--- src/rtl/core/scroll_and_flash_notifier_defines.svh ---
// Assertion macros shared by the notifier RTL.
// Plain text only; include from inside a module body.
`ifndef SCROLL_AND_FLASH_NOTIFIER_DEFINES_SVH
`define SCROLL_AND_FLASH_NOTIFIER_DEFINES_SVH

// Check cons in the same cycle as ante, outside reset.
`define SFN_ASSERT_SAME(label, clk, rst_n, ante, cons) \
  label: assert property (@(posedge clk) disable iff (!rst_n) (ante) |-> (cons)) \
    else $error("notifier assertion failed");

// Check cons in the cycle after ante, outside reset.
`define SFN_ASSERT_NEXT(label, clk, rst_n, ante, cons) \
  label: assert property (@(posedge clk) disable iff (!rst_n) (ante) |=> (cons)) \
    else $error("notifier assertion failed");

`endif

--- src/rtl/core/sfn_ram.sv ---
// Generic single-write, single-read RAM with registered read data.
// Read returns the old contents when read and write hit the same address.
module sfn_ram #(
  parameter int WIDTH = 8,
  parameter int DEPTH = 16
) (
  input  logic                     clk,
  input  logic                     we,
  input  logic [$clog2(DEPTH)-1:0] waddr,
  input  logic [WIDTH-1:0]         wdata,
  input  logic [$clog2(DEPTH)-1:0] raddr,
  output logic [WIDTH-1:0]         rdata
);

  logic [WIDTH-1:0] mem [DEPTH];
  logic [WIDTH-1:0] rdata_r;

  // Write port and registered read port
  always_ff @(posedge clk) begin
    if (we) begin
      mem[waddr] <= wdata;
    end
    rdata_r <= mem[raddr];
  end

  assign rdata = rdata_r;

endmodule

--- config.mk ---
export PLATFORM = sky130hd
export DESIGN_NAME = sfn_ram
export DESIGN_NICKNAME = d
export VERILOG_FILES = /design/src/rtl/core/scroll_and_flash_notifier_defines.svh /design/src/rtl/core/sfn_ram.sv
export SDC_FILE = /design/constraint.sdc
export NUM_CORES = 1
export LEC_CHECK = 0
export BUFFER_PORTS_ARGS = -buffer_cell sky130_fd_sc_hd__buf_2
export CORE_UTILIZATION = 60
export CTS_CLUSTER_DIAMETER = 200
export CTS_CLUSTER_SIZE = 14
export DETAILED_ROUTE_END_ITERATION = 7
export GPL_TIMING_DRIVEN = 0
export PLACE_DENSITY_LB_ADDON = 0.05
export SLEW_MARGIN = 20
export SYNTH_ARGS = -nofsm -noshare
export SYNTH_HDL_FRONTEND = slang
export SYNTH_SLANG_ARGS = --single-unit
--- constraint.sdc ---
create_clock -name clk -period 2.8 [get_ports clk]
set_input_delay 0.14 -clock clk [delete_from_list [all_inputs] [get_ports clk]]
set_output_delay 0.14 -clock clk [all_outputs]
set_load 0.005 [all_outputs]
# After elaboration in Yosys (flattened, before gate mapping)
# Memory sizes are Yosys's and may differ from the RTL's. A register that Yosys moved wholly into a read port is not among the register bits.
# Cells that the tools add are included.
[word_totals]
memories = 1
output_inout_bits = 8
ramBits = 128
reg_bits = 0
[op_classes]
muxes = 2
[mem_list]
columns = ["name", "depth", "word_bits", "read_ports", "rd_clocked_by_memory_dff", "write_ports", "line_no", "rtl"]
rows = [
  ["mem", 16, 8, 1, 1, 1, "sfn_ram.sv:15", "logic [WIDTH-1:0] mem [DEPTH];"],
]
[op_table]
columns = ["operator", "n"]
rows = [
  ["two-way mux 1 bit", 2],
]

# Longest topological paths before layout
[depth]
ltp_word = 2
ltp_mapped = 5
mapped_depth_nobuf = 3

# Worst setup path before layout
# OpenSTA, ideal clock, no wires.
[synth_path]
path_type = "in2reg"
start = "in waddr[2]"
end = "mem mem[0][0] (enable)"
slack_ns = 1.167
t_required_ns = 2.417
arrival_time_ns = 1.250
path_stages = 2
n_path_buf = 0
path_cell_list = "or3b_2 > nor3_1"
[synth_rtl]
columns = ["item", "line_no", "rtl"]
rows = [
  ["start: declaration", "sfn_ram.sv:9", "input logic [$clog2(DEPTH)-1:0] waddr,"],
  ["end: declaration", "sfn_ram.sv:15", ""],
]
# Straight into the memory's write port.

==> flow_summary.toml <==
[clock_tree]
tritoncts = "done"
clock-sinks = 136
cts_made_buffers = 17
clk_pin_slew_ns = 0.06
clk-insertion-delay-late_ns = 0.52
htree_levels = 4
cts_root_buf = "clkbuf_8"
clockBufferDepth = 2

[final_layout]
mostFrequentLayoutCells = "128 x edfxtp_1, 27 x buf_2, 18 x mux4_2"
finalNonFillerCells = 392
syn_to_final_growth_pct = 17.5
layout_commonest_cell = "edfxtp_1"
finalNetCount = 292
fin_area_um2 = 6050
n_antenna_cell = 0
drive_above_1_share_pct = 30.3

[synthesis]
synth_seq_cells = 136
ys_warn_count = 0
syn_inst = 229
synth-seq-area-share_pct = 77.8
synth_top_cell_by_area = "edfxtp_1"
yosysTopAreaCellShare_pct = 74.7
synth_fp_nets = 247
netlist_area_um2 = 5150
synth_cell_types = 19
syn_area_per_cell_um2 = 22.5
yosys-top-cells-area = "edfxtp_1 75%, mux4_2 7.9%, mux4_1 7.1%"

[sta]
hold_slack_ns = 0.0143
tightest_slew_ns = 0.902
max_freq_mhz = 734
rsz0062_at_grt = "no"
finalHoldViolations = 0
fin_setup_tns_ns = 0
fin_crit_sh_pct = 48.6
relSlewSlack_pct = 39.6
slew_violations = 0
fin_skew_ns = 0.00697
setup_viol_count_final = 0
finalCriticalPeriod_ns = 1.36

[power]
leakage_nw = 2.05
fin_total_pwr_mw = 4.78
power.density_nw_per_um2 = 790
clkPwrFrac_pct = 47.7
p_comb_share_pct = 4.4
p_int_mw = 3.84
p_sw_mw = 0.937
seq_power_share_pct = 47.9
switching_share_pct = 19.6
vdd_drop_max_v = 0.000520

[detailed_routing]
drt_iter0_drc = 149
firstDrtPassIters = 5
dr.max_layer_used = "met4"
dr_wl_met3_um = 575
wl_met1_um = 4190
wl_per_cell_um = 24.2
wl_met2_um = 4590
via_per_inst = 6.15
route.detailed.drc = 0
final_antenna_net_count = 0
routed_wl_um = 9490
dr_total_vias = 2412

[floorplan]
ioPinCount = 26
row_count = 33
start_util_pct = 62.3
die_y_um = 94.6
die_x_um = 94.6
core_um2 = 8260
die_area_um2 = 8950

[grt]
grt_pass1_wl_um = 13900
grt_use_total_pct = 23.7
grt_start_max_net_pins = 17
grt_pass1_vias = 2400
grt-ovfl-total = 0
antenna_found_initial = 0

[min_path]
hp-class = "input port to flop"

[setup_path]
critPathRequiredTime_ns = 3.20
critPathKind = "flop to flop"
end_kind = "flop"
arrival_ns = 1.76
crit_fanout = 1
start_kind = "flop"

[run_status]
status = "complete, no violations"

[placed_design]
dp.cells = 359
dp_hpwl_um = 5900
port_buffers = 24
place_area_um2 = 5430
gp_congestion = 0.719

[flow_run]
drv_cap = 0
area by class of cell:
| class | instances | area, um2 |
|---|---|---|
| buffer | 10 | 86.3 |
| multi-input combinational | 83 | 1080 |
| fill | 481 | 2210 |
| timing repair buffer | 26 | 138 |
| clock buffer | 21 | 439 |
| sequential | 136 | 4000 |
| clock inverter | 11 | 173 |
| tap | 105 | 131 |
power groups by stage:
stage	Combinational, mW	Sequential (mW)	Clock (mW)
after floorplan	0.116	2.33	0
after global placement	0.208	2.33	0
after detailed placement	0.212	2.33	0
after CTS	0.215	2.29	2.30
after global routing	0.227	2.29	2.37
final	0.211	2.29	2.28
kinds of logic after synthesis:
group	count (synthesis)	synth area share, %
simple gates	35	3.18
flops	136	77.8
mux	32	15.0
compound gates	16	2.33
buf+inv	10	1.68
through the flow:
stage          util, %  setup WS, ns
2_1_floorplan        -          1.17
3_3_place_gp      65.4         0.529
3_5_place_dp      65.7         0.951
4_1_cts           73.2          1.42
5_1_grt           73.2          1.38
6_report          73.2          1.44
routing by layer:
metal | global-route usage, % | vias to the layer above
li1 | - | 1068
met5 | 0 | -
met2 | 35.1 | 90
met3 | 6.04 | 19
met4 | 10.5 | 0
met1 | 33.7 | 1235
registers in the layout, summed over array words and instances (netlist names):
| signal | count |
|---|---|
| mem | 128 |
| rdata | 8 |
worst max-delay path: stages (launching register included):
cell	delay, ns
edfxtp_1	0.37
mux4_1	0.57
a22oi_1	0.22
nand2_1	0.08
synth_stat cells:
| cell type | instances |
|---|---|
| a22oi_1 | 16 |
| and2_1 | 1 |
| and2b_1 | 1 |
| buf_2 | 3 |
| buf_4 | 1 |
| buf_6 | 3 |
| clkdlybuf4s25_2 | 3 |
| dfxtp_1 | 8 |
| edfxtp_1 | 128 |
| mux4_1 | 14 |
| mux4_2 | 18 |
| nand2_1 | 9 |
| nand2b_1 | 2 |
| nand3_1 | 1 |
| nand3b_1 | 2 |
| nor2_1 | 13 |
| nor2b_1 | 1 |
| nor3_1 | 4 |
| or3b_2 | 1 |
final timing paths:
kind / cells past startpoint / end / from / slack (ns)
setup / recovery: 3 / rdata[2]$_DFF_P_ / mem[5][2]$_DFFE_PP_ / 1.44
hold / removal: 1 / mem[5][0]$_DFFE_PP_ / wdata[0] / 0.01
setup reg to reg: 3 / rdata[2]$_DFF_P_ / mem[5][2]$_DFFE_PP_ / 1.44
hold reg to reg: 3 / rdata[6]$_DFF_P_ / mem[15][6]$_DFFE_PP_ / 0.67
timing repair:
item,CTS,global route
resized for setup,0,0
buffers inserted,0,0
endpoints found under the hold margin,16,0
hold buffers,1,0
Note: power is estimated with default switching activity, not from simulation.
